### src/rtl/dfpx_pkg.sv
// Shared types and constants for the delimited frame parser with XOR check.
package dfpx_pkg;

    localparam int unsigned ByteW = 8;
    localparam int unsigned PosW  = 9;
    localparam int unsigned StatW = 9;

    // Configuration register indexes
    localparam logic [1:0] CFG_START_DELIM = 2'd0;
    localparam logic [1:0] CFG_END_DELIM   = 2'd1;
    localparam logic [1:0] CFG_MAX_LENGTH  = 2'd2;

    // Byte positions within a frame, counted from the start delimiter
    localparam logic [PosW-1:0] POS_START   = 9'd0;
    localparam logic [PosW-1:0] POS_LENGTH  = 9'd1;
    localparam logic [PosW-1:0] POS_DEVICE  = 9'd2;
    localparam logic [PosW-1:0] POS_CODE    = 9'd3;
    localparam logic [PosW-1:0] POS_ID      = 9'd4;
    localparam logic [PosW-1:0] POS_PAYLOAD = 9'd5;
    localparam logic [PosW-1:0] POS_MAX     = 9'd511;

    localparam logic signed [StatW-1:0] STATUS_ERR = -9'sd1;
    localparam logic signed [StatW-1:0] STATUS_OK  = 9'sd0;

    typedef struct packed {
        logic [ByteW-1:0] start_delim;
        logic [ByteW-1:0] end_delim;
        logic [ByteW-1:0] max_length;
    } t_cfg;

    typedef struct packed {
        logic signed [StatW-1:0] status;
        logic                    in_frame;
        logic                    payload_valid;
        logic [ByteW-1:0]        payload_index;
        logic [ByteW-1:0]        payload_byte;
        logic [ByteW-1:0]        frame_length;
        logic [ByteW-1:0]        node_id;
        logic [ByteW-1:0]        frame_code;
        logic [ByteW-1:0]        frame_id;
    } t_result;

endpackage

### src/rtl/dfpx_core.sv
// Frame parse state and its per-byte update.
module dfpx_core
    import dfpx_pkg::*;
(
    input  logic             i_clk,
    input  logic             i_rst_n,
    input  logic             i_accept,
    input  logic [ByteW-1:0] i_rx_byte,
    input  t_cfg             i_cfg,
    output t_result          o_result
);

    logic [PosW-1:0]         r_position, n_position;
    logic                    r_synced,   n_synced;
    logic [ByteW-1:0]        r_length,   n_length;
    logic [ByteW-1:0]        r_device,   n_device;
    logic [ByteW-1:0]        r_code,     n_code;
    logic [ByteW-1:0]        r_id,       n_id;
    logic [ByteW-1:0]        r_xor,      n_xor;
    logic signed [StatW-1:0] r_status,   n_status;

    logic            is_start;
    logic            process;
    logic [PosW-1:0] pos_eff;
    logic [PosW-1:0] k;
    logic [PosW-1:0] len_ext;
    logic            pvalid;
    logic [ByteW-1:0] pidx;
    logic [ByteW-1:0] pbyte;

    always_comb begin
        is_start   = (i_rx_byte == i_cfg.start_delim);
        process    = is_start || r_synced;
        pos_eff    = is_start ? POS_START : r_position;
        k          = pos_eff - POS_PAYLOAD;
        len_ext    = {1'b0, r_length};
        n_position = r_position;
        n_synced   = r_synced || is_start;
        n_length   = r_length;
        n_device   = r_device;
        n_code     = r_code;
        n_id       = r_id;
        n_xor      = r_xor;
        n_status   = r_status;
        pvalid     = 1'b0;
        pidx       = '0;
        pbyte      = '0;
        if (process) begin
            case (pos_eff)
                POS_START: begin
                    n_xor = '0;
                end
                POS_LENGTH: begin
                    n_length = i_rx_byte;
                    if (i_rx_byte > i_cfg.max_length) begin
                        n_status = STATUS_ERR;
                    end
                end
                POS_DEVICE: begin
                    n_device = i_rx_byte;
                    n_xor    = r_xor ^ i_rx_byte;
                end
                POS_CODE: begin
                    n_code = i_rx_byte;
                    n_xor  = r_xor ^ i_rx_byte;
                end
                POS_ID: begin
                    n_id  = i_rx_byte;
                    n_xor = r_xor ^ i_rx_byte;
                end
                default: begin
                    if (k < len_ext) begin
                        pvalid = 1'b1;
                        pidx   = k[ByteW-1:0];
                        pbyte  = i_rx_byte;
                        n_xor  = r_xor ^ i_rx_byte;
                    end else begin
                        n_status = STATUS_ERR;
                        if (k == len_ext) begin
                            if (i_rx_byte == i_cfg.end_delim) begin
                                n_status = $signed({1'b0, r_code});
                            end else if (i_rx_byte == r_xor) begin
                                n_status = STATUS_OK;
                            end
                        end else if ((k == len_ext + 9'd1) &&
                                     (i_rx_byte == i_cfg.end_delim)) begin
                            n_status = $signed({1'b0, r_code});
                        end
                    end
                end
            endcase
            // saturate the position counter
            n_position = (pos_eff < POS_MAX) ? pos_eff + 9'd1 : pos_eff;
        end
    end

    always_comb begin
        o_result.status        = n_status;
        o_result.in_frame      = n_synced;
        o_result.payload_valid = pvalid;
        o_result.payload_index = pidx;
        o_result.payload_byte  = pbyte;
        o_result.frame_length  = n_length;
        o_result.node_id       = n_device;
        o_result.frame_code    = n_code;
        o_result.frame_id      = n_id;
    end

    always_ff @(posedge i_clk) begin
        if (!i_rst_n) begin
            r_position <= '0;
            r_synced   <= 1'b0;
            r_length   <= '0;
            r_device   <= '0;
            r_code     <= '0;
            r_id       <= '0;
            r_xor      <= '0;
            r_status   <= STATUS_OK;
        end else if (i_accept) begin
            r_position <= n_position;
            r_synced   <= n_synced;
            r_length   <= n_length;
            r_device   <= n_device;
            r_code     <= n_code;
            r_id       <= n_id;
            r_xor      <= n_xor;
            r_status   <= n_status;
        end
    end

endmodule

### src/rtl/delimited_frame_parser_xor_check.sv
// Delimited frame parser with XOR check: top level with config and output buffer.
//
// Takes one received byte per transfer and parses frames of the form start
// delimiter, length, device id, code, frame id, payload, XOR checksum, end
// delimiter. Every accepted byte yields exactly one result transfer carrying
// the status (-1 error, 0 clear or checksum ok, else the code of a completed
// frame), the sync flag, the payload byte with its index when the byte was
// payload, and the current header fields. A start delimiter always restarts
// the frame; bytes before the first one change nothing. The block takes one
// byte every cycle while its input is not stalled: the whole per-byte update
// is a single compare/XOR step between the state registers and the result
// register. A two-entry output buffer (result register plus skid register)
// lets the input accept one more byte after the output side stalls, parking
// its result in the skid register; the input stall is taken straight from the
// skid register. Configuration registers (start delimiter, end delimiter,
// maximum payload length) are written through a separate always-ready port
// and should only change while no byte is in flight.
module delimited_frame_parser_xor_check
    import dfpx_pkg::*;
(
    input  logic                    i_clk,
    input  logic                    i_rst_n,
    // byte input channel
    input  logic                    i_in_valid,
    output logic                    o_in_stall,
    input  logic [ByteW-1:0]        i_rx_byte,
    // result channel
    output logic                    o_out_valid,
    input  logic                    i_out_stall,
    output logic signed [StatW-1:0] o_status,
    output logic                    o_in_frame,
    output logic                    o_payload_valid,
    output logic [ByteW-1:0]        o_payload_index,
    output logic [ByteW-1:0]        o_payload_byte,
    output logic [ByteW-1:0]        o_frame_length,
    output logic [ByteW-1:0]        o_node_id,
    output logic [ByteW-1:0]        o_frame_code,
    output logic [ByteW-1:0]        o_frame_id,
    // configuration write channel
    input  logic                    i_cfg_valid,
    output logic                    o_cfg_ready,
    input  logic [1:0]              i_cfg_index,
    input  logic [ByteW-1:0]        i_cfg_data
);

    t_cfg    r_cfg;
    t_result core_result;
    t_result r_out;
    t_result r_skid;
    logic    r_out_valid;
    logic    r_skid_valid;
    logic    in_xfer;
    logic    out_free;

    // Config port never backs up.
    assign o_cfg_ready = 1'b1;

    always_ff @(posedge i_clk) begin
        if (!i_rst_n) begin
            r_cfg.start_delim <= 8'd35;
            r_cfg.end_delim   <= 8'd45;
            r_cfg.max_length  <= 8'd70;
        end else if (i_cfg_valid) begin
            case (i_cfg_index)
                CFG_START_DELIM: r_cfg.start_delim <= i_cfg_data;
                CFG_END_DELIM:   r_cfg.end_delim   <= i_cfg_data;
                CFG_MAX_LENGTH:  r_cfg.max_length  <= i_cfg_data;
                default: begin
                end
            endcase
        end
    end

    // Stall input only while the skid entry is occupied.
    assign o_in_stall = r_skid_valid;
    assign in_xfer    = i_in_valid && !r_skid_valid;
    // Result register can load when empty or being drained this cycle.
    assign out_free   = !r_out_valid || !i_out_stall;

    dfpx_core u_core (
        .i_clk     (i_clk),
        .i_rst_n   (i_rst_n),
        .i_accept  (in_xfer),
        .i_rx_byte (i_rx_byte),
        .i_cfg     (r_cfg),
        .o_result  (core_result)
    );

    always_ff @(posedge i_clk) begin
        if (!i_rst_n) begin
            r_out_valid  <= 1'b0;
            r_skid_valid <= 1'b0;
        end else if (out_free) begin
            // advance: skid entry is older, so it goes first
            r_out_valid  <= r_skid_valid || in_xfer;
            r_skid_valid <= 1'b0;
        end else if (in_xfer) begin
            // output held: park the new result in the skid register
            r_skid_valid <= 1'b1;
        end
    end

    always_ff @(posedge i_clk) begin
        if (out_free) begin
            r_out <= r_skid_valid ? r_skid : core_result;
        end else if (in_xfer) begin
            r_skid <= core_result;
        end
    end

    assign o_out_valid     = r_out_valid;
    assign o_status        = r_out.status;
    assign o_in_frame      = r_out.in_frame;
    assign o_payload_valid = r_out.payload_valid;
    assign o_payload_index = r_out.payload_index;
    assign o_payload_byte  = r_out.payload_byte;
    assign o_frame_length  = r_out.frame_length;
    assign o_node_id       = r_out.node_id;
    assign o_frame_code    = r_out.frame_code;
    assign o_frame_id      = r_out.frame_id;

    // Skid entry is only ever filled behind a held result.
    a_skid_behind_out: assert property (@(posedge i_clk) disable iff (!i_rst_n)
        o_in_stall |-> o_out_valid)
        else $error("skid entry occupied with empty result register");

    // Payload is reported only after sync.
    a_payload_synced: assert property (@(posedge i_clk) disable iff (!i_rst_n)
        (o_out_valid && o_payload_valid) |-> o_in_frame)
        else $error("payload byte reported before start delimiter");

    // Non-payload results carry zero index and byte.
    a_payload_zero: assert property (@(posedge i_clk) disable iff (!i_rst_n)
        (o_out_valid && !o_payload_valid) |->
            (o_payload_index == 8'd0 && o_payload_byte == 8'd0))
        else $error("payload fields nonzero on non-payload result");

    // A byte transferred behind a held result is parked in the skid entry.
    a_accept_when_room: assert property (@(posedge i_clk) disable iff (!i_rst_n)
        (i_in_valid && !o_in_stall && o_out_valid && i_out_stall) |=> o_in_stall)
        else $error("byte transferred behind held result was not parked");

endmodule

### config.mk
export PLATFORM = sky130hd
export DESIGN_NAME = delimited_frame_parser_xor_check
export DESIGN_NICKNAME = d
export VERILOG_FILES = /design/src/rtl/dfpx_pkg.sv /design/src/rtl/dfpx_core.sv /design/src/rtl/delimited_frame_parser_xor_check.sv
export SDC_FILE = /design/constraint.sdc
export NUM_CORES = 1
export LEC_CHECK = 0
export ABC_AREA = 1
export BUFFER_PORTS_ARGS = -buffer_cell sky130_fd_sc_hd__buf_2
export CAP_MARGIN = 5
export CORE_ASPECT_RATIO = 1.1
export CORE_UTILIZATION = 60
export DETAILED_ROUTE_END_ITERATION = 7
export GPL_TIMING_DRIVEN = 0
export PLACE_DENSITY = 0.8
export SETUP_SLACK_MARGIN = 0.02
export SKIP_CTS_REPAIR_TIMING = 1
export SLEW_MARGIN = 40
export SYNTH_ARGS = -nofsm -noshare
export SYNTH_HDL_FRONTEND = slang
export SYNTH_SLANG_ARGS = --single-unit
### constraint.sdc
create_clock -name i_clk -period 7.3 [get_ports i_clk]
set_input_delay 1.095 -clock i_clk [delete_from_list [all_inputs] [get_ports i_clk]]
set_output_delay 1.095 -clock i_clk [all_outputs]
set_load 0.005 [all_outputs]
* Yosys cells after proc, flatten, opt, wreduce, memory -nomap -nowiden *
Index checks and enable logic that the tools add are counted.

storage, ports and cells
  bits in registers = 203
  input bits = 23
  output and inout port bits = 62
  word-level logic and storage cells = 103

cells by class
  add/sub/neg operators = 3
  magnitude comparators = 3
  equal/unequal tests = 11
  mux-type cells = 30
  bitwise logic cells = 4
  reduce and logical (&&, ||, !) cells = 21

operator list
  kind                                                                 number
  8-bit 2-to-1 mux                                                     15
  9-bit 2-to-1 mux                                                     9
  59-bit 2-to-1 mux                                                    1
  8-bit == test                                                        3
  8-bit one-hot mux with 3 select lines                                1
  9-bit by 2-bit == test with 1-bit output (second input constant)     2
  9-bit one-hot mux with 2 select lines                                1
  2-bit AND reduction                                                  5
  8-bit by 1-bit adder with 9-bit output (second input constant)       1
  9-bit by 1-bit adder with 9-bit output (second input constant)       1
  9-bit by 1-bit == test with 1-bit output (second input constant)     1
  9-bit by 3-bit == test with 1-bit output (second input constant)     1
  9-bit by 8-bit == test with 1-bit output                             1
  9-bit == test                                                        1
  9-bit logical NOT                                                    1
  9-bit by 8-bit less-than comparator with 1-bit output                1
  9-bit less-than comparator (second input constant)                   1
  9-bit by 3-bit subtractor with 9-bit output (second input constant)  1
  8-bit greater-than comparator                                        1
  8-bit bitwise XOR                                                    1
  5-bit OR reduction                                                   1
  4-bit AND reduction                                                  1
  4-bit OR reduction                                                   1
  1-bit logical NOT                                                    3
  10 further kinds                                                     17

* Longest topological paths before layout *
  depth in word-level cells = 11
  depth in mapped cells = 31
  mapped depth without buffers = 30

* Cells and area by module *
A second synthesis with hierarchy kept.

unflattened totals
  cell total of the unflattened synthesis = 1251
  area total of the unflattened synthesis = 10109.7 um2

modules (own cells, without submodules)
  module                            instances  cells each  area an instance (um2)  sequential area each (um2)
  delimited_frame_parser_xor_check  1          459         5326.4                  4063.9
  dfpx_core                         1          792         4783.3                  1181.1

* Worst setup path after synthesis *
No wires, ideal clock.

  kind = input port to flip-flop
  from = input i_out_stall
  to = register r_skid[0] (netlist name) (enable)
  setup time = 0.476 ns
  data arrival time = 5.082 ns
  required time = 6.824 ns
  slack = 1.741 ns
  cell stages on the path = 2
  path buffers = 0
  cells stage by stage = nand2_1 -> nor2_1

on the way
  longest elaborated chain between the ends = 4

ends and longest elaborated chain
  element                               line                                     RTL
  from (decl)                           delimited_frame_parser_xor_check.sv:29   input logic i_out_stall,
  1-bit logical NOT                     delimited_frame_parser_xor_check.sv:78   assign out_free = !r_out_valid || !i_out_stall;
  1-bit logical OR                      delimited_frame_parser_xor_check.sv:78
  1-bit inverter (no source line)       -
  2-bit AND reduction (no source line)  -
  to (signal assigned)                  delimited_frame_parser_xor_check.sv:107  r_skid <= core_result;
  to (decl)                             delimited_frame_parser_xor_check.sv:49   t_result r_skid;

No other way between the ends.
A chain may end at the register's enable or synchronous reset.

* Worst setup path in the final report *
  from = input i_rx_byte[2]
  to = register r_out, in the netlist o_payload_index[3], data pin

on the way
  longest elaborated chain between the ends = 8
  elaborated cells on any way between the ends = 15
  classes of those cells = add/sub: 1; order compare: 1; eq/ne: 5; mux: 5; reduce/logical: 3

ends and longest elaborated chain
  element                                                line                                     RTL
  from (decl)                                            delimited_frame_parser_xor_check.sv:26   input logic [ByteW-1:0] i_rx_byte,
  8-bit == test *                                        dfpx_core.sv:32                          is_start = (i_rx_byte == i_cfg.start_delim);
  9-bit 2-to-1 mux                                       dfpx_core.sv:34                          pos_eff = is_start ? POS_START : r_position;
  9-bit by 3-bit subtractor with 9-bit output            dfpx_core.sv:35                          k = pos_eff - POS_PAYLOAD;
  9-bit by 8-bit less-than comparator with 1-bit output  dfpx_core.sv:72                          if (k < len_ext) begin
  8-bit 2-to-1 mux                                       dfpx_core.sv:72
  8-bit 2-to-1 mux                                       dfpx_core.sv:49                          case (pos_eff)
  8-bit 2-to-1 mux *                                     dfpx_core.sv:48                          if (process) begin
  59-bit 2-to-1 mux *                                    delimited_frame_parser_xor_check.sv:105  r_out <= r_skid_valid ? r_skid : core_result;
  to (signal assigned)                                   delimited_frame_parser_xor_check.sv:105
  to (decl)                                              delimited_frame_parser_xor_check.sv:48   t_result r_out;

Mark *: on every way between the ends. The rest lies on a longest branch, timed or not.

==> summary.md <==
| Metric | Value |
|---|---|
| Switch share | `23.7%` |
| Clock transition at path regs | `60 ps` |
| Initial antenna violation count | `0` |
| CP Data Arrival Time | `5220 ps` |
| Tot Pwr | `2470 µW` |
| Library cells used by synthesis | `47` |
| Clock Path Buffers | `3` |
| Worst r2r path cells | `26` |
| Fin Clk Skew | `17.9 ps` |
| Syn Area/Cell | `8.54 µm²` |
| Routability Congestion | `0.886` |
| Area occupied by multi-input gates | `4040 µm²` |
| Power per standard cell area | `216 nW/µm²` |
| Die area | `17,200 µm²` |
| Ys flop type | `edfxtp_1` |
| Critical Path RT | `7650 ps` |
| Total core area | `16,300 µm²` |
| Setup crit start | `i_rx_byte[2]` |
| Slew Limit Headroom | `44.1%` |
| Initial core utilization | `61.4%` |
| Setup crit end kind | `flip-flop` |
| Failing checks | `design-rule violations` |
| Pleak | `0.00526 µW` |
| Max FO, Critical Path | `10` |
| Max Freq | `205 MHz` |
| Synthesis Warnings | `0` |
| Outcome | `complete, but fails checks` |
| Clk pwr share | `39.1%` |
| Die height | `137 µm` |
| Reg-to-reg slack, setup | `3030 ps` |
| Final Hold Fails | `0` |
| Routed WL | `23,800 µm` |
| #FFs+latches synth | `203` |
| Fraction of layout cells with a size suffix above 1 | `14.5%` |
| Vias per std cell | `5.53` |
| Nets | `1,326` |
| Cell Area, Synth | `10,000 µm²` |
| Synth Instances | `1,173` |
| Root Driver | `clkbuf_16` |
| Largest net degree at the start of global routing | `36` |
| Slew Viols, Final | `0` |
| Clock Sinks | `203` |
| Via count | `8,296` |
| Worst setup SP type | `input pin` |
| Synth async-reset ratio | `0%` |
| Port bufs | `82` |
| Net Sw Power | `586 µW` |
| Total grt overflow | `0` |
| Final TNS setup | `0 ps` |
| ANT cells | `0` |
| Register Area | `5250 µm²` |
| Sequential share of power | `52.2%` |
| Ports | `85` |
| Initial DRC Count | `727` |
| # DRC | `2` |
| Worst R2R End | `o_payload_index[3]` |
| WL/cell | `15.8 µm` |
| Crit Path Class | `input pin to flip-flop` |
| Clock latency on the worst-skew pair | `510 ps` |
| CTS H-tree depth | `1` |
| Post-synth EDFFs | `118` |
| Pint | `1880 µW` |
| Minimum clock period | `4870 ps` |
| Hold Crit Class | `flip-flop to flip-flop` |
| Rows | `49` |
| Number of global-route vias before repair | `7,855` |
| Peak VDD IR | `146 µV` |
| Antenna-violating nets left | `0` |
| Setup violations, final | `0` |
| Syn nets | `1,217` |
| P&R area growth vs syn | `13.9%` |
| Die Span X | `125 µm` |
| Drt pass-1 iters | `8` |
| Setup crit end | `o_payload_index[3]` |
| Max-cap violations | `0` |
| Dpl hpwl | `17,200 µm` |
| Inserted Clock Buffers | `21` |
| First-pass GRT wire length | `38,800 µm` |
| Filler cells | `1,260` |
| Combinational power share | `8.6%` |
| Period utilization | `66.7%` |
| Sequential cell area fraction in the yosys report | `52.4%` |
| GRT Util Overall | `28.4%` |
| Worst hold slack | `469 ps` |
| CTS tree | `yes` |
| Reg-to-reg startpoint | `r_cfg[21]` |
| RSZ-0062 raised after global routing | `false` |
| Least-Margin Pin Slew | `836 ps` |
through the flow:
step | instance area (µm²) | util, % | instances | setup slack, ps
finish | 11400 | 69.9 | 1501 | 2430
global route | 11400 | 69.9 | 1501 | 1950
CTS | 11400 | 69.9 | 1501 | 2450
detailed placement | 10800 | 66.2 | 1463 | 1950
global placement | 10700 | 65.5 | 1459 | 93.1
floorplan | 10000 | - | 1173 | 1740
cell usage in the layout (no fill, tap or decap), types with 7 or more instances in the layout:
master	netlist	final
o21ai_0	83	83
nor3_2	10	11
edfxtp_1	118	118
inv_1	134	134
xnor2_1	16	16
clkbuf_1	32	39
a21oi_1	69	69
inv_2	9	9
nand2_2	10	10
buf_2	6	88
nor2_1	81	80
ha_1	21	21
nand4_1	18	18
nand3b_1	8	8
o21ai_2	10	10
nor4_1	7	7
nand2_1	323	322
o21ai_1	30	30
nand3_1	37	37
xor2_1	13	13
dfxtp_1	85	85
clkbuf_16	0	21
o211ai_1	7	7
cell usage after synthesis, types with 7 or more instances:
master	n	area [µm²]
inv_2	9	33.8
inv_1	134	503
nor2_1	81	304
o21ai_1	30	150
nand2_2	10	62.6
clkbuf_1	32	120
xnor2_1	16	140
nand4_1	18	113
nand3b_1	8	60.1
dfxtp_1	85	1700
a21oi_1	69	345
nor3_2	10	100
nand2_1	323	1210
nand3_1	37	185
o21ai_0	83	415
o211ai_1	7	52.6
edfxtp_1	118	3540
ha_1	21	263
o21ai_2	10	87.6
nor4_1	7	43.8
xor2_1	13	114
power by group through the flow:
stage	registers (µW)	logic (µW)	clock network, µW
3_5_place_dp	1310	210	0
4_1_cts	1290	212	971
2_1_floorplan	1320	122	0
3_3_place_gp	1310	198	0
5_1_grt	1290	239	1020
6_report	1290	213	966
state kept, by name, indices dropped and copies added (netlist names):
| signal | flops |
|---|---|
| r_cfg | 24 |
| o_frame_code | 8 |
| u_core.r_code | 8 |
| u_core.r_xor | 8 |
| o_in_stall | 1 |
| o_payload_byte | 8 |
| o_node_id | 8 |
| o_in_frame | 1 |
| u_core.r_synced | 1 |
| o_frame_length | 8 |
| r_skid | 59 |
| o_payload_index | 8 |
| u_core.r_device | 8 |
| u_core.r_status | 9 |
| u_core.r_length | 8 |
| u_core.r_position | 9 |
| o_frame_id | 8 |
| o_status | 9 |
| u_core.r_id | 8 |
| o_payload_valid | 1 |
| o_out_valid | 1 |
worst max-delay path, stage by stage:
cell	delay, ps
buf_2	120
clkbuf_2	200
xnor2_1	160
nand2_1	80
nor2_2	50
nand2_4	160
inv_2	100
nor2_2	270
inv_1	160
ha_1	250
inv_1	140
nand3_2	120
nand2_1	140
nand2_1	80
nand2_1	120
ha_1	250
a21oi_1	110
o21ai_0	80
o21ai_0	140
a21oi_1	80
a211oi_1	320
nand2_4	120
nor2_2	210
nand2_1	240
buf_2	260
o21ai_1	150
final cells by class:
class,instances,area share [%]
Sequential cell,203,46.0
Multi-Input combinational cell,781,35.4
Clock buffer,30,4.95
Inverter,145,4.77
Timing Repair Buffer,86,4.50
Tap cell,204,2.24
Buffer,44,1.77
Clock inverter,8,0.351
logic make-up (layout without fill, tap and decap cells):
| kind of cell | count (synthesis) | after routing | synth area share, % |
|---|---|---|---|
| XOR/XNOR | 29 | 29 | 2.54 |
| adder cells (fa/ha/maj) | 21 | 21 | 2.62 |
| flip-flops | 203 | 203 | 52.4 |
| buffers and inverters | 189 | 313 | 7.45 |
| AND/OR/NAND/NOR | 519 | 519 | 23.0 |
| AO/OA/AOI/OAI | 211 | 211 | 12.0 |
| other | 1 | 1 | 0.0375 |
how the worst min path moves through the flow:
stage | from | end | depth (start not counted)
3_3_place_gp | r_cfg[3] | r_cfg[3] | 2
6_report | r_cfg[3] | r_cfg[3] | 2
3_5_place_dp | r_cfg[3] | r_cfg[3] | 2
5_1_grt | r_cfg[3] | r_cfg[3] | 2
2_1_floorplan | r_cfg[7] | r_cfg[7] | 2
4_1_cts | r_cfg[3] | r_cfg[3] | 2
per-layer routing:
| metal | GRT usage, % | part of all wire (%) | vias up |
|---|---|---|---|
| li1 | - | - | 4102 |
| met3 | 4.08 | 6.8 | 59 |
| met1 | 36.9 | 43 | 3798 |
| met5 | 0 | 0 | - |
| met2 | 47.8 | 47 | 337 |
| met4 | 12.1 | 3.4 | 0 |
Note: power is estimated with default switching activity, not from simulation.
